===== config.mk =====
export PLATFORM = sky130hd
export DESIGN_NAME = mesh_area_lightmap_resolution_unit
export DESIGN_NICKNAME = d
export VERILOG_FILES = /design/src/rtl/mlr_pkg.sv /design/src/rtl/mlr_regs.sv /design/src/rtl/mlr_dp.sv /design/src/rtl/mlr_ctrl.sv /design/src/rtl/mesh_area_lightmap_resolution_unit.sv
export SDC_FILE = /design/constraint.sdc
export NUM_CORES = 2
export LEC_CHECK = 0
export ABC_CLOCK_PERIOD_IN_PS = 18820
export BUFFER_PORTS_ARGS = -buffer_cell sky130_fd_sc_hd__buf_2
export CAP_MARGIN = 20
export CORE_MARGIN = 5
export CORE_UTILIZATION = 35
export CTS_BUF_LIST = sky130_fd_sc_hd__clkbuf_16
export CTS_CLUSTER_DIAMETER = 60
export DETAILED_ROUTE_END_ITERATION = 8
export PLACE_DENSITY = 0.6
export SYNTH_ARGS = -nofsm -noshare
export SYNTH_HDL_FRONTEND = slang
export SYNTH_SLANG_ARGS = --single-unit
export TNS_END_PERCENT = 10

===== constraint.sdc =====
create_clock -name clk -period 18.82 [get_ports clk]
set_input_delay 2.823 -clock clk [delete_from_list [all_inputs] [get_ports clk]]
set_output_delay 2.823 -clock clk [all_outputs]
set_load 0.05 [all_outputs]

===== src/rtl/mlr_pkg.sv =====
package mlr_pkg;

	localparam int COORD_BITS = 20;
	localparam int MAX_RESOLUTION = 4096;

	localparam int CFG_W = 16;
	localparam int DIFF_W = COORD_BITS + 1;
	localparam int EDGE_W = DIFF_W + CFG_W;
	localparam int OPW = ((2 * EDGE_W + 1) + 3) / 4 * 4;
	localparam int PRODW = 2 * OPW;
	localparam int NDIG_MAX = OPW / 4;
	localparam int DIG_W = $clog2(NDIG_MAX + 1);
	localparam int ROOT_W = OPW;
	localparam int REM_W = ROOT_W + 3;
	localparam int SQ_CNT_W = $clog2(ROOT_W + 1);
	localparam int AREA_W = 63;
	localparam int AREA_SHIFT = 17;
	localparam int FROOT_W = 32;
	localparam int RES_W = $clog2(MAX_RESOLUTION) + 1;
	localparam int IN_W = ((9 * COORD_BITS) + 7) / 8 * 8;
	localparam int OUT_FIELDS_W = AREA_W + 2 * RES_W;
	localparam int OUT_W = (OUT_FIELDS_W + 7) / 8 * 8;
	localparam int PC_W = 4;
	localparam int ADDR_W = 4;

	localparam logic [DIG_W-1:0] SDIG = DIG_W'(CFG_W / 4);
	localparam logic [DIG_W-1:0] EDIG = DIG_W'((EDGE_W + 3) / 4);
	localparam logic [DIG_W-1:0] CDIG = DIG_W'(NDIG_MAX);

	localparam logic [PC_W-1:0] LAST_TRI_PC = PC_W'(14);
	localparam logic [PC_W-1:0] FIN_PC = PC_W'(15);

	localparam logic [1:0] REG_DENSITY = 2'd0;
	localparam logic [1:0] REG_SCALE_X = 2'd1;
	localparam logic [1:0] REG_SCALE_Y = 2'd2;
	localparam logic [1:0] REG_SCALE_Z = 2'd3;

	typedef enum logic [4:0] {
		SRC_DAX, SRC_DAY, SRC_DAZ, SRC_DBX, SRC_DBY, SRC_DBZ,
		SRC_SX, SRC_SY, SRC_SZ,
		SRC_EAX, SRC_EAY, SRC_EAZ, SRC_EBX, SRC_EBY, SRC_EBZ,
		SRC_C, SRC_AREA, SRC_DEN
	} src_t;

	typedef enum logic [3:0] {
		DST_EAX, DST_EAY, DST_EAZ, DST_EBX, DST_EBY, DST_EBZ,
		DST_P, DST_C, DST_S, DST_SADD
	} dst_t;

	typedef struct packed {
		src_t a;
		src_t b;
		dst_t dst;
		logic [DIG_W-1:0] ndig;
	} uop_t;

	typedef struct packed {
		logic load;
		logic mul_go;
		logic wr;
		logic sq_go;
		logic acc;
		logic emit;
		uop_t op;
	} cmd_t;

	typedef struct packed {
		logic mul_busy;
		logic sq_busy;
		logic last;
		logic out_busy;
	} sts_t;

	typedef struct packed {
		logic [CFG_W-1:0] density;
		logic [CFG_W-1:0] scale_x;
		logic [CFG_W-1:0] scale_y;
		logic [CFG_W-1:0] scale_z;
	} cfg_t;

	function automatic uop_t uop(input logic [PC_W-1:0] pc);
		uop_t u;
		case (pc)
			4'd0: u = '{SRC_DAX, SRC_SX, DST_EAX, SDIG};
			4'd1: u = '{SRC_DAY, SRC_SY, DST_EAY, SDIG};
			4'd2: u = '{SRC_DAZ, SRC_SZ, DST_EAZ, SDIG};
			4'd3: u = '{SRC_DBX, SRC_SX, DST_EBX, SDIG};
			4'd4: u = '{SRC_DBY, SRC_SY, DST_EBY, SDIG};
			4'd5: u = '{SRC_DBZ, SRC_SZ, DST_EBZ, SDIG};
			4'd6: u = '{SRC_EAY, SRC_EBZ, DST_P, EDIG};
			4'd7: u = '{SRC_EAZ, SRC_EBY, DST_C, EDIG};
			4'd8: u = '{SRC_C, SRC_C, DST_S, CDIG};
			4'd9: u = '{SRC_EAZ, SRC_EBX, DST_P, EDIG};
			4'd10: u = '{SRC_EAX, SRC_EBZ, DST_C, EDIG};
			4'd11: u = '{SRC_C, SRC_C, DST_SADD, CDIG};
			4'd12: u = '{SRC_EAX, SRC_EBY, DST_P, EDIG};
			4'd13: u = '{SRC_EAY, SRC_EBX, DST_C, EDIG};
			4'd14: u = '{SRC_C, SRC_C, DST_SADD, CDIG};
			default: u = '{SRC_AREA, SRC_DEN, DST_S, SDIG};
		endcase
		return u;
	endfunction

endpackage


===== src/rtl/mlr_regs.sv =====
module mlr_regs (
	input  logic                        clk,
	input  logic                        arst_n,
	input  logic                        psel,
	input  logic                        penable,
	input  logic                        pwrite,
	input  logic [mlr_pkg::ADDR_W-1:0]  paddr,
	input  logic [31:0]                 pwdata,
	output logic [31:0]                 prdata,
	output logic                        pready,
	output mlr_pkg::cfg_t               cfg
);

	mlr_pkg::cfg_t cfg_q;
	logic          wr_en;

	assign pready = 1'b1;
	assign wr_en = psel & penable & pwrite;
	assign cfg = cfg_q;

	always_ff @(posedge clk or negedge arst_n) begin
		if (!arst_n) begin
			cfg_q.density <= 16'd256;
			cfg_q.scale_x <= 16'd256;
			cfg_q.scale_y <= 16'd256;
			cfg_q.scale_z <= 16'd256;
		end else if (wr_en) begin
			case (paddr[3:2])
				mlr_pkg::REG_DENSITY: cfg_q.density <= pwdata[15:0];
				mlr_pkg::REG_SCALE_X: cfg_q.scale_x <= pwdata[15:0];
				mlr_pkg::REG_SCALE_Y: cfg_q.scale_y <= pwdata[15:0];
				mlr_pkg::REG_SCALE_Z: cfg_q.scale_z <= pwdata[15:0];
				default: ;
			endcase
		end
	end

	always_comb begin
		case (paddr[3:2])
			mlr_pkg::REG_DENSITY: prdata = {16'd0, cfg_q.density};
			mlr_pkg::REG_SCALE_X: prdata = {16'd0, cfg_q.scale_x};
			mlr_pkg::REG_SCALE_Y: prdata = {16'd0, cfg_q.scale_y};
			mlr_pkg::REG_SCALE_Z: prdata = {16'd0, cfg_q.scale_z};
			default: prdata = 32'd0;
		endcase
	end

endmodule


===== src/rtl/mlr_dp.sv =====
module mlr_dp (
	input  logic                        clk,
	input  logic                        arst_n,
	input  mlr_pkg::cfg_t               cfg,
	input  mlr_pkg::cmd_t               cmd,
	output mlr_pkg::sts_t               sts,
	input  logic [mlr_pkg::IN_W-1:0]    in_data,
	input  logic                        in_last,
	output logic                        out_valid,
	input  logic                        out_ready,
	output logic [mlr_pkg::OUT_W-1:0]   out_data
);

	localparam int CB = mlr_pkg::COORD_BITS;
	localparam int DW = mlr_pkg::DIFF_W;
	localparam int EW = mlr_pkg::EDGE_W;
	localparam int OPW = mlr_pkg::OPW;
	localparam int PW = mlr_pkg::PRODW;
	localparam int RW = mlr_pkg::ROOT_W;
	localparam int MW = mlr_pkg::REM_W;
	localparam int AW = mlr_pkg::AREA_W;
	localparam int RSW = mlr_pkg::RES_W;
	localparam int FW = mlr_pkg::FROOT_W;
	localparam int TW = RW - mlr_pkg::AREA_SHIFT;
	localparam int CW = mlr_pkg::CFG_W;

	logic signed [DW-1:0] d_q [6];
	logic signed [EW-1:0] e_q [6];
	logic signed [OPW-1:0] p_q, c_q;
	logic [PW-1:0] s_q, acc_q;
	logic [OPW-1:0] ma_q, mb_q;
	logic neg_q, mul_busy_q, last_q;
	logic [mlr_pkg::DIG_W-1:0] mcnt_q;
	logic [MW-1:0] rem_q;
	logic [RW-1:0] root_q;
	logic [mlr_pkg::SQ_CNT_W-1:0] scnt_q;
	logic sq_busy_q;
	logic [AW-1:0] area_q;
	logic out_valid_q;
	logic [AW-1:0] out_area_q;
	logic [RSW-1:0] out_res_q, out_min_q;

	logic signed [OPW-1:0] a_s, b_s, a_mag, b_mag;
	logic [mlr_pkg::DIG_W-1:0] skip;
	logic [PW-1:0] prod;
	logic [OPW+3:0] part;
	logic [MW-1:0] rem2, trial;
	logic [AW:0] sum;
	logic [FW-1:0] rt;
	logic [RSW-1:0] res, pw2, minres;
	logic [RSW+1:0] r2, p3;

	function automatic logic signed [OPW-1:0] sx_d(input logic signed [DW-1:0] v);
		return {{(OPW-DW){v[DW-1]}}, v};
	endfunction

	function automatic logic signed [OPW-1:0] sx_e(input logic signed [EW-1:0] v);
		return {{(OPW-EW){v[EW-1]}}, v};
	endfunction

	function automatic logic signed [OPW-1:0] pick(input mlr_pkg::src_t s,
			input logic signed [DW-1:0] d0, input logic signed [DW-1:0] d1,
			input logic signed [DW-1:0] d2, input logic signed [DW-1:0] d3,
			input logic signed [DW-1:0] d4, input logic signed [DW-1:0] d5,
			input logic signed [EW-1:0] e0, input logic signed [EW-1:0] e1,
			input logic signed [EW-1:0] e2, input logic signed [EW-1:0] e3,
			input logic signed [EW-1:0] e4, input logic signed [EW-1:0] e5,
			input logic signed [OPW-1:0] c, input logic [AW-1:0] ar,
			input mlr_pkg::cfg_t cf);
		logic signed [OPW-1:0] v;
		case (s)
			mlr_pkg::SRC_DAX: v = sx_d(d0);
			mlr_pkg::SRC_DAY: v = sx_d(d1);
			mlr_pkg::SRC_DAZ: v = sx_d(d2);
			mlr_pkg::SRC_DBX: v = sx_d(d3);
			mlr_pkg::SRC_DBY: v = sx_d(d4);
			mlr_pkg::SRC_DBZ: v = sx_d(d5);
			mlr_pkg::SRC_SX: v = {{(OPW-CW){1'b0}}, cf.scale_x};
			mlr_pkg::SRC_SY: v = {{(OPW-CW){1'b0}}, cf.scale_y};
			mlr_pkg::SRC_SZ: v = {{(OPW-CW){1'b0}}, cf.scale_z};
			mlr_pkg::SRC_EAX: v = sx_e(e0);
			mlr_pkg::SRC_EAY: v = sx_e(e1);
			mlr_pkg::SRC_EAZ: v = sx_e(e2);
			mlr_pkg::SRC_EBX: v = sx_e(e3);
			mlr_pkg::SRC_EBY: v = sx_e(e4);
			mlr_pkg::SRC_EBZ: v = sx_e(e5);
			mlr_pkg::SRC_C: v = c;
			mlr_pkg::SRC_AREA: v = {{(OPW-AW){1'b0}}, ar};
			mlr_pkg::SRC_DEN: v = {{(OPW-CW){1'b0}}, cf.density};
			default: v = '0;
		endcase
		return v;
	endfunction

	function automatic logic signed [DW-1:0] coord(input logic [CB-1:0] v);
		return {v[CB-1], v};
	endfunction

	// operand select and multiplier front end
	always_comb begin
		a_s = pick(cmd.op.a, d_q[0], d_q[1], d_q[2], d_q[3], d_q[4], d_q[5],
			e_q[0], e_q[1], e_q[2], e_q[3], e_q[4], e_q[5], c_q, area_q, cfg);
		b_s = pick(cmd.op.b, d_q[0], d_q[1], d_q[2], d_q[3], d_q[4], d_q[5],
			e_q[0], e_q[1], e_q[2], e_q[3], e_q[4], e_q[5], c_q, area_q, cfg);
		a_mag = a_s[OPW-1] ? -a_s : a_s;
		b_mag = b_s[OPW-1] ? -b_s : b_s;
		skip = mlr_pkg::DIG_W'(mlr_pkg::NDIG_MAX) - cmd.op.ndig;
		part = ma_q * mb_q[OPW-1:OPW-4];
		prod = neg_q ? (~acc_q + PW'(1)) : acc_q;
	end

	// multiplier, four bits of the second operand per cycle
	always_ff @(posedge clk or negedge arst_n) begin
		if (!arst_n) begin
			mul_busy_q <= 1'b0;
		end else if (cmd.mul_go) begin
			mul_busy_q <= 1'b1;
		end else if (mul_busy_q && mcnt_q == mlr_pkg::DIG_W'(1)) begin
			mul_busy_q <= 1'b0;
		end
	end

	always_ff @(posedge clk) begin
		if (cmd.mul_go) begin
			ma_q <= a_mag;
			mb_q <= b_mag << {skip, 2'b00};
			neg_q <= a_s[OPW-1] ^ b_s[OPW-1];
			acc_q <= '0;
			mcnt_q <= cmd.op.ndig;
		end else if (mul_busy_q) begin
			acc_q <= (acc_q << 4) + {{(PW-OPW-4){1'b0}}, part};
			mb_q <= mb_q << 4;
			mcnt_q <= mcnt_q - mlr_pkg::DIG_W'(1);
		end
	end

	// operand registers
	always_ff @(posedge clk) begin
		if (cmd.load) begin
			d_q[0] <= coord(in_data[4*CB-1:3*CB]) - coord(in_data[CB-1:0]);
			d_q[1] <= coord(in_data[5*CB-1:4*CB]) - coord(in_data[2*CB-1:CB]);
			d_q[2] <= coord(in_data[6*CB-1:5*CB]) - coord(in_data[3*CB-1:2*CB]);
			d_q[3] <= coord(in_data[7*CB-1:6*CB]) - coord(in_data[CB-1:0]);
			d_q[4] <= coord(in_data[8*CB-1:7*CB]) - coord(in_data[2*CB-1:CB]);
			d_q[5] <= coord(in_data[9*CB-1:8*CB]) - coord(in_data[3*CB-1:2*CB]);
			last_q <= in_last;
		end
		if (cmd.wr) begin
			case (cmd.op.dst)
				mlr_pkg::DST_EAX: e_q[0] <= prod[EW-1:0];
				mlr_pkg::DST_EAY: e_q[1] <= prod[EW-1:0];
				mlr_pkg::DST_EAZ: e_q[2] <= prod[EW-1:0];
				mlr_pkg::DST_EBX: e_q[3] <= prod[EW-1:0];
				mlr_pkg::DST_EBY: e_q[4] <= prod[EW-1:0];
				mlr_pkg::DST_EBZ: e_q[5] <= prod[EW-1:0];
				mlr_pkg::DST_P: p_q <= prod[OPW-1:0];
				mlr_pkg::DST_C: c_q <= p_q - prod[OPW-1:0];
				mlr_pkg::DST_S: s_q <= prod;
				mlr_pkg::DST_SADD: s_q <= s_q + prod;
				default: ;
			endcase
		end else if (sq_busy_q) begin
			s_q <= s_q << 2;
		end
	end

	// square root, one result bit per cycle
	always_comb begin
		rem2 = {rem_q[MW-3:0], s_q[PW-1:PW-2]};
		trial = {1'b0, root_q, 2'b01};
	end

	always_ff @(posedge clk or negedge arst_n) begin
		if (!arst_n) begin
			sq_busy_q <= 1'b0;
		end else if (cmd.sq_go) begin
			sq_busy_q <= 1'b1;
		end else if (sq_busy_q && scnt_q == mlr_pkg::SQ_CNT_W'(RW - 1)) begin
			sq_busy_q <= 1'b0;
		end
	end

	always_ff @(posedge clk) begin
		if (cmd.sq_go) begin
			rem_q <= '0;
			root_q <= '0;
			scnt_q <= '0;
		end else if (sq_busy_q) begin
			scnt_q <= scnt_q + mlr_pkg::SQ_CNT_W'(1);
			if (rem2 >= trial) begin
				rem_q <= rem2 - trial;
				root_q <= {root_q[RW-2:0], 1'b1};
			end else begin
				rem_q <= rem2;
				root_q <= {root_q[RW-2:0], 1'b0};
			end
		end
	end

	// saturating area sum
	assign sum = {1'b0, area_q} + {{(AW+1-TW){1'b0}}, root_q[RW-1:mlr_pkg::AREA_SHIFT]};

	always_ff @(posedge clk or negedge arst_n) begin
		if (!arst_n) begin
			area_q <= '0;
		end else if (cmd.acc) begin
			area_q <= sum[AW] ? {AW{1'b1}} : sum[AW-1:0];
		end else if (cmd.emit) begin
			area_q <= '0;
		end
	end

	// resolution and its bracketing power of two
	always_comb begin
		logic [FW-1:0] rc;
		rt = root_q[FW+7:8];
		if (rt > FW'(mlr_pkg::MAX_RESOLUTION)) begin
			rc = FW'(mlr_pkg::MAX_RESOLUTION);
		end else if (rt < FW'(4)) begin
			rc = FW'(4);
		end else begin
			rc = rt;
		end
		res = {rc[RSW-1:2], 2'b00};
		pw2 = '0;
		for (int i = 0; i < RSW; i++) begin
			if (res[i]) begin
				pw2 = RSW'(1) << i;
			end
		end
		r2 = {1'b0, res, 1'b0};
		p3 = {2'b00, pw2} + {1'b0, pw2, 1'b0};
		minres = (r2 < p3) ? (pw2 >> 1) : pw2;
	end

	always_ff @(posedge clk or negedge arst_n) begin
		if (!arst_n) begin
			out_valid_q <= 1'b0;
		end else if (cmd.emit) begin
			out_valid_q <= 1'b1;
		end else if (out_ready) begin
			out_valid_q <= 1'b0;
		end
	end

	always_ff @(posedge clk) begin
		if (cmd.emit) begin
			out_area_q <= area_q;
			out_res_q <= res;
			out_min_q <= minres;
		end
	end

	assign out_valid = out_valid_q;
	assign out_data = {{(mlr_pkg::OUT_W-mlr_pkg::OUT_FIELDS_W){1'b0}},
		out_min_q, out_res_q, out_area_q};

	assign sts.mul_busy = mul_busy_q;
	assign sts.sq_busy = sq_busy_q;
	assign sts.last = last_q;
	assign sts.out_busy = out_valid_q & ~out_ready;

endmodule


===== src/rtl/mlr_ctrl.sv =====
module mlr_ctrl (
	input  logic            clk,
	input  logic            arst_n,
	input  logic            in_valid,
	output logic            in_ready,
	input  mlr_pkg::sts_t   sts,
	output mlr_pkg::cmd_t   cmd
);

	typedef enum logic [2:0] {
		ST_IDLE, ST_MGO, ST_MRUN, ST_SQGO, ST_SQRUN, ST_OUT
	} state_t;

	state_t state_q;
	logic [mlr_pkg::PC_W-1:0] pc_q;

	assign in_ready = (state_q == ST_IDLE);

	always_comb begin
		cmd = '0;
		cmd.op = mlr_pkg::uop(pc_q);
		case (state_q)
			ST_IDLE: cmd.load = in_valid;
			ST_MGO: cmd.mul_go = 1'b1;
			ST_MRUN: cmd.wr = ~sts.mul_busy;
			ST_SQGO: cmd.sq_go = 1'b1;
			ST_SQRUN: cmd.acc = ~sts.sq_busy & (pc_q == mlr_pkg::LAST_TRI_PC);
			ST_OUT: cmd.emit = ~sts.out_busy;
			default: ;
		endcase
	end

	always_ff @(posedge clk or negedge arst_n) begin
		if (!arst_n) begin
			state_q <= ST_IDLE;
			pc_q <= '0;
		end else begin
			case (state_q)
				ST_IDLE: begin
					if (in_valid) begin
						pc_q <= '0;
						state_q <= ST_MGO;
					end
				end
				ST_MGO: state_q <= ST_MRUN;
				ST_MRUN: begin
					if (!sts.mul_busy) begin
						if (pc_q == mlr_pkg::LAST_TRI_PC || pc_q == mlr_pkg::FIN_PC) begin
							state_q <= ST_SQGO;
						end else begin
							pc_q <= pc_q + mlr_pkg::PC_W'(1);
							state_q <= ST_MGO;
						end
					end
				end
				ST_SQGO: state_q <= ST_SQRUN;
				ST_SQRUN: begin
					if (!sts.sq_busy) begin
						if (pc_q == mlr_pkg::FIN_PC) begin
							state_q <= ST_OUT;
						end else if (sts.last) begin
							pc_q <= mlr_pkg::FIN_PC;
							state_q <= ST_MGO;
						end else begin
							state_q <= ST_IDLE;
						end
					end
				end
				ST_OUT: begin
					if (!sts.out_busy) begin
						state_q <= ST_IDLE;
					end
				end
				default: state_q <= ST_IDLE;
			endcase
		end
	end

endmodule


===== src/rtl/mesh_area_lightmap_resolution_unit.sv =====
// channel   dir  beat contents
// s_axis    in   tdata: 9 vertex coordinates, tlast: final triangle
// m_axis    out  tdata: surface_area, resolution, min_resolution
// apb       in   density, scale_x, scale_y, scale_z at 0x0, 0x4, 0x8, 0xc
//
// one triangle at a time: fifteen passes through a shared 4-bit-per-cycle
// multiplier, then a bit-serial square root
// the final triangle adds a multiplier pass and a second square root for the resolution
// the result sits in an output register, so the next triangle is taken while it waits
// reset clears the area sum and sets every apb register to 1.0
module mesh_area_lightmap_resolution_unit (
	input  logic                        clk,
	input  logic                        arst_n,
	input  logic                        s_axis_tvalid,
	output logic                        s_axis_tready,
	// corner_x, corner_y, corner_z, second_x, second_y, second_z,
	// third_x, third_y, third_z
	input  logic [mlr_pkg::IN_W-1:0]    s_axis_tdata,
	input  logic                        s_axis_tlast,
	output logic                        m_axis_tvalid,
	input  logic                        m_axis_tready,
	// surface_area, resolution, min_resolution
	output logic [mlr_pkg::OUT_W-1:0]   m_axis_tdata,
	input  logic                        psel,
	input  logic                        penable,
	input  logic                        pwrite,
	input  logic [mlr_pkg::ADDR_W-1:0]  paddr,
	input  logic [31:0]                 pwdata,
	output logic [31:0]                 prdata,
	output logic                        pready
);

	mlr_pkg::cfg_t cfg;
	mlr_pkg::cmd_t cmd;
	mlr_pkg::sts_t sts;

	mlr_regs u_regs (
		.clk     (clk),
		.arst_n  (arst_n),
		.psel    (psel),
		.penable (penable),
		.pwrite  (pwrite),
		.paddr   (paddr),
		.pwdata  (pwdata),
		.prdata  (prdata),
		.pready  (pready),
		.cfg     (cfg)
	);

	mlr_ctrl u_ctrl (
		.clk      (clk),
		.arst_n   (arst_n),
		.in_valid (s_axis_tvalid),
		.in_ready (s_axis_tready),
		.sts      (sts),
		.cmd      (cmd)
	);

	mlr_dp u_dp (
		.clk       (clk),
		.arst_n    (arst_n),
		.cfg       (cfg),
		.cmd       (cmd),
		.sts       (sts),
		.in_data   (s_axis_tdata),
		.in_last   (s_axis_tlast),
		.out_valid (m_axis_tvalid),
		.out_ready (m_axis_tready),
		.out_data  (m_axis_tdata)
	);

endmodule

# --- Word level (Yosys, flattened, before mapping) ---
# Memories as Yosys holds them, arrays and structs flattened.
# Cells that the tools add are included.
totals:
  ff_bits: 999
  ram_bits: 348
  mem_bits_ro: 304
  in_bits: 228
  output_inout_bits: 131
  memories: 3
mem_list:
  columns: ["memory", "words", "word_bits", "rd", "rd_ports_with_merged_regs", "wr", "line_no", "source"]
  rows:
  - ["(no name shown)", 16, 19, 1, 0, 0, "mlr_pkg.sv:83", "case (pc)"]
  - ["u_dp.e_q", 6, 37, 6, 0, 1, "mlr_dp.sv:28", "logic signed [EW-1:0] e_q [6];"]
  - ["u_dp.d_q", 6, 21, 6, 0, 6, "mlr_dp.sv:27", "logic signed [DW-1:0] d_q [6];"]
op_classes:
  addsub: 19
  n_mul: 1
  n_lt_le_gt_ge: 4
  n_eq_ne: 63
  shifts: 1
  mux: 94
  bitwise: 10
  n_reduce_logical: 29
op_table:
  columns: ["cell", "count"]
  rows:
  - ["one-hot mux 76 bit (18 select lines)", 2]
  - ["two-way mux 152 bit", 3]
  - ["one-hot mux 152 bit (2 select lines)", 1]
  - ["two-way mux 76 bit", 3]
  - ["two-way mux 63 bit", 3]
  - ["two-way mux 37 bit", 5]
  - ["OR reduction 37 bit", 5]
  - ["adder 152 x 1 -> 152 bit (second input constant)", 1]
  - ["adder 152 bit", 1]
  - ["adder 152 x 80 -> 152 bit", 1]
  - ["negator 76 bit", 2]
  - ["NOT 152 bit", 1]
  - ["one-hot mux 32 bit (4 select lines)", 1]
  - ["subtractor 20 x 20 -> 21 bit", 6]
  - ["== test 5 x 4 -> 1 bit (second input constant)", 16]
  - ["multiplier 76 x 4 -> 80 bit", 1]
  - ["greater-or-equal comparator 79 x 78 -> 1 bit", 1]
  - ["two-way mux 77 bit", 1]
  - ["subtractor 77 bit", 1]
  - ["<< shifter 76 x 7 -> 76 bit", 1]
  - ["subtractor 76 bit", 1]
  - ["two-way mux 75 bit", 1]
  - ["adder 63 x 59 -> 64 bit", 1]
  - ["== test 5 x 3 -> 1 bit (second input constant)", 8]
  - ["53 further kinds", 154]

# --- Depth between registers and ports, before layout ---
depth:
  word_depth: 17
  ltp_mapped: 34
  ltp_nobuf: 33

# --- Modules after synthesis ---
# A second synthesis with hierarchy kept.
hier_totals:
  cells_unflattened: 11788
  hier_area_um2: 104670.4
by_module_without_submodules:
  columns: ["mod", "n_inst", "cells_each", "area_each_um2"]
  rows:
  - ["mlr_dp", 1, 11487, 100747.9]
  - ["mlr_regs", 1, 180, 3010.4]
  - ["mlr_ctrl", 1, 121, 912.1]

# --- Least setup slack after synthesis ---
# No wires, ideal clock.
synth_path:
  path_kind: "register to register"
  startpoint: "register u_ctrl.pc_q[1] (netlist bit)"
  endpoint: "register u_dp.s_q[0], enable pin"
  t_arrival_ns: 12.703
  t_required_ns: 17.932
  path_slack_ns: 5.229
  path_stages_with_launch: 8
  path_buffers: 2
  path_cell_list: "dfrtp_1 > clkbuf_1 > inv_1 > ha_1 > buf_2 > nor2_1 > nor2_1 > o31ai_1"
synth_between:
  elab_chain_len: 4
synth_rtl:
  columns: ["element", "line_no", "source"]
  rows:
  - ["start, declared", "mlr_ctrl.sv:15", "logic [mlr_pkg::PC_W-1:0] pc_q;"]
  - ["start signal, assigned", "mlr_ctrl.sv:51", "pc_q <= pc_q + mlr_pkg::PC_W'(1);"]
  - ["start signal, assigned", "mlr_ctrl.sv:62", "pc_q <= mlr_pkg::FIN_PC;"]
  - ["memory read (16 x 19 bit) *", null, null]
  - ["== test 4 bit", "mlr_dp.sv:149", "case (cmd.op.dst)"]
  - ["inequality test 3 x 1 -> 1 bit (no line) *", null, null]
  - ["AND reduction 2 bit (no line) *", null, null]
  - ["end signal, assigned", "mlr_dp.sv:158", "mlr_pkg::DST_S: s_q <= prod;"]
  - ["end signal, assigned", "mlr_dp.sv:159", "mlr_pkg::DST_SADD: s_q <= s_q + prod;"]
  - ["end signal, assigned", "mlr_dp.sv:163", "s_q <= s_q << 2;"]
  - ["end, declared", "mlr_dp.sv:30", "logic [PW-1:0] s_q, acc_q;"]
# Mark *: on every way between the ends. The rest lies on a longest branch, timed or not.
# A chain may end at the register's enable or synchronous reset.

# --- Final worst setup path ---
layout_path:
  startpoint: "register u_dp.acc_q[6]"
  endpoint: "register u_dp.s_q[148] (data pin)"
layout_between:
  elab_chain_len: 6
layout_rtl:
  columns: ["element", "line_no", "source"]
  rows:
  - ["start, declared", "mlr_dp.sv:30", null]
  - ["start signal, assigned", "mlr_dp.sv:131", "acc_q <= (acc_q << 4) + {{(PW-OPW-4){1'b0}}, part};"]
  - ["NOT 152 bit", "mlr_dp.sv:109", "prod = neg_q ? (~acc_q + PW'(1)) : acc_q;"]
  - ["adder 152 x 1 -> 152 bit", "mlr_dp.sv:109", null]
  - ["two-way mux 152 bit", "mlr_dp.sv:109", null]
  - ["via u_dp.prod[24]", "mlr_dp.sv:45", "logic [PW-1:0] prod;"]
  - ["adder 152 bit", "mlr_dp.sv:159", null]
  - ["one-hot mux 152 bit (2 select lines)", "mlr_dp.sv:149", null]
  - ["two-way mux 152 bit", "mlr_dp.sv:148", "if (cmd.wr) begin"]
# The timed path passes the listed nets, and every way through them passes these cells.

==> results by group <==
Outcome
  – Status: complete, no violations

Critical path
  – CP max FO: 8
  – Crit start category: flip-flop
  – CP arrival: 10340 ps
  – CP Capture Type: flip-flop
  – CP required: 19390 ps
  – Crit Path Class: reg -> reg

Routing
  – DRT antenna net count: 0
  – Via/cell ratio: 5.729
  – # DRC: 0
  – Iteration-0 DRC Markers: 9737
  – Post-Route WL: 366.8 mm
  – DR vias: 91000
  – Wire per inst: 23.09 microns
  – Drt first pass iters: 7

Finish
  – Most frequent cells in the layout: nand2_1 (1332), a21oi_1 (1036), nor2_1 (922)
  – Layout Nets: 12850
  – Most common cell after layout, fill and taps aside: nand2_1
  – Ratio of cells with drive above 1 in the final layout: 0.08847
  – Area Growth Syn to Fin: 11.10%
  – Non-Filler Instances: 15880
  – Final core utilization: 0.3900

Yosys
  – Yosys cell types: 123
  – Top cells by area, synth: edfxtp_1 (26%), ha_1 (7.3%), dfxtp_1 (6.0%)
  – Syn_area_per_cell: 8.849 sq um
  – Post-synth top flop: edfxtp_1
  – FFs w/ async S/R, synth: 0.1018
  – Area share of the largest cell type after synthesis: 0.2587
  – Synthesized instance count: 11770
  – Cell Area, Synth: 0.1041 sq mm
  – Register area share after synthesis: 0.3517
  – FF+latch count, synth: 1346
  – Post-synth EDFFs: 897
  – Largest area contributor in the netlist: edfxtp_1
  – Synthesis Warnings: 0

Clocking
  – CTS H-tree lvls: 4
  – Cts bufs inserted: 182
  – CTS-repair resized insts: 0
  – Sink Count: 1346
  – Postcts setup bufs: 0
  – CTS tree: done
  – Root buffer cell: clkbuf_16
  – Buffer depth of the longest clock path: 4
  – Clock Latency Late Sink: 890 ps
  – Worst-path clk slew: 60 ps
  – Cts hold-fix bufs: 0

Floorplanning
  – Die ar.: 0.3084 sq mm
  – # rows: 200
  – Die height: 555.4 microns
  – Horiz. Die Dim: 555.4 microns
  – Starting Density: 0.3511
  – Top Ports: 359
  – Core ar.: 0.2965 sq mm

STA
  – Final worst path period share: 0.5191
  – Slew Limit Fails: 0
  – Clk_skew: 133.2 ps
  – Final hold violations: 0
  – Setup violators final: 0
  – Period minus WS final: 9769 ps
  – Setup Total Neg Slack: 0 ps
  – Fmax: 102.4 MHz
  – RSZ-0062 raised after global routing: false
  – Hold slack final: 464.0 ps
  – Least-Margin Pin Slew: 1271 ps
  – Rel. slew slack: 0.1508

Placed design
  – GP Congestion: 1.028
  – Final HPWL from detailed placement: 276.1 mm
  – Placed cells: 15530
  – IO Port Bufs: 309

Global routing
  – First-pass GRT wire length: 543.5 mm
  – Vias in the first global route: 85310
  – Overall Global Routing Usage: 0.2273
  – Initial antenna violation count: 14
  – Total grt overflow: 0
  – Largest net degree at the start of global routing: 139

Flow run
  – MaxCap Viol Count: 0

Worst hold path
  – Worst min path class: reg -> reg
==> per-stage QoR <==
stage | instance area [sq um] | setup slack (ps)
floorplan | 104200 | 5229
global placement | 109400 | 9368
detailed placement | 109400 | 9307
CTS | 115600 | 9268
global route | 115600 | 8817
finish | 115700 | 9051
==> path summary, 6_finish.rpt <==
kind / from / endpoint / slack, ps / cells past startpoint
setup / recovery: u_dp.acc_q[6]$_SDFFE_PP0P_ / u_dp.s_q[148]$_DFFE_PP_ / 9050 / 24
hold / removal: u_dp.mb_q[13]$_DFFE_PP_ / u_dp.mb_q[17]$_DFFE_PP_ / 460 / 1
setup reg to reg: u_dp.acc_q[6]$_SDFFE_PP0P_ / u_dp.s_q[148]$_DFFE_PP_ / 9050 / 24
hold reg to reg: u_dp.mb_q[13]$_DFFE_PP_ / u_dp.mb_q[17]$_DFFE_PP_ / 460 / 1
max in group asynchronous: arst_n / u_dp.sq_busy_q$_DFFE_PN0P_ / 15390 / 2
min in group asynchronous: arst_n / u_regs.cfg[20]$_DFFE_PN0P_ / 1970 / 1
==> registers in the layout, summed over array words and instances (netlist names) <==
register         flops
u_dp.out_res_q      11
u_dp.out_area_q     63
u_dp.p_q            76
u_dp.c_q            76
u_dp.out_valid       1
u_dp.mb_q           76
u_dp.scnt_q          7
u_dp.ma_q           76
u_dp.mul_busy_q      1
u_dp.root_q         76
u_dp.sq_busy_q       1
u_dp.rem_q          77
u_dp.neg_q           1
u_dp.d_q           126
u_ctrl.pc_q          4
u_dp.s_q           152
u_dp.e_q           222
u_dp.acc_q         152
u_dp.area_q         63
u_dp.last_q          1
u_dp.mcnt_q          5
u_ctrl.state_q       3
u_dp.out_min_q      12
u_regs.cfg          64
==> metal layers <==
layer | part of all wire | vias up | wire (microns) | track usage
met5 | 0 | - | 0 | 0
met4 | 0.050 | 0 | 18220 | 0.09586
met3 | 0.092 | 760 | 33750 | 0.04351
met2 | 0.42 | 3871 | 154700 | 0.3426
met1 | 0.44 | 43670 | 160200 | 0.3182
li1 | - | 42690 | - | -
==> final cells by class <==
class,count,area [sq um]
clock buffers,190,4755
diodes,9,22.52
repair buffers,479,2851
inverters,637,2400
multi-input cells,9137,62670
well taps,3939,4928
flip-flops and latches,1346,36620
fillers,29960,180900
clock inverters,147,1411
==> kinds of logic after synthesis <==
group | count (synthesis) | share of synthesized area
and+or+nand+nor | 3567 | 0.1589
AOI/OAI and AO/OA | 3493 | 0.2120
DFF | 1346 | 0.3517
buffers and inverters | 1307 | 0.05002
adders and majority gates | 837 | 0.1174
xor gates and xnor gates | 822 | 0.06916
muxes | 391 | 0.04066
other | 2 | 0.00007214
==> cell usage after synthesis, drive strengths merged, types with 30 or more instances <==
cell and number:
o41ai 38, ha 604, o21bai 91, nand4 166, a221oi 74, a21oi 1038, nor2b 93, a211oi 64
and3 99, nand3 215, dfxtp 312, a21o 355, or2 38, or4 40, o21a 70, nor3 180
nand2 1339, nor2 940, a21boi 69, nand2b 92, inv 635, a22oi 115, a31oi 130, mux2 89
a22o 63, dfrtp 133, o21ai 904, and2 148, o211ai 49, fa 233, or3 74, xor2 335
clkbuf 523, a221o 42, edfxtp 897, a222oi 30, o22ai 37, nor4 63, o31ai 85, mux2i 286
xnor2 487, buf 147
==> worst max-delay path: stages (launching register included) <==
cell	delay, ps
dfxtp_1	390
or4_1	570
or2_2	340
nor3_1	450
nand2_1	320
o41ai_1	360
xor2_1	430
inv_1	320
ha_1	500
nand2_1	100
or4_1	540
or2_2	290
a2111oi_0	470
nor3_1	210
o21ai_0	630
a21oi_1	330
o21ai_0	650
a31oi_1	550
o31ai_1	670
a221oi_1	260
o21ai_0	400
nand3_1	190
o21ai_0	230
xnor2_1	160
a31oi_1	100
Power is not shown: default switching activity piles up to over one toggle a cycle in this logic, so the estimate is an artifact.
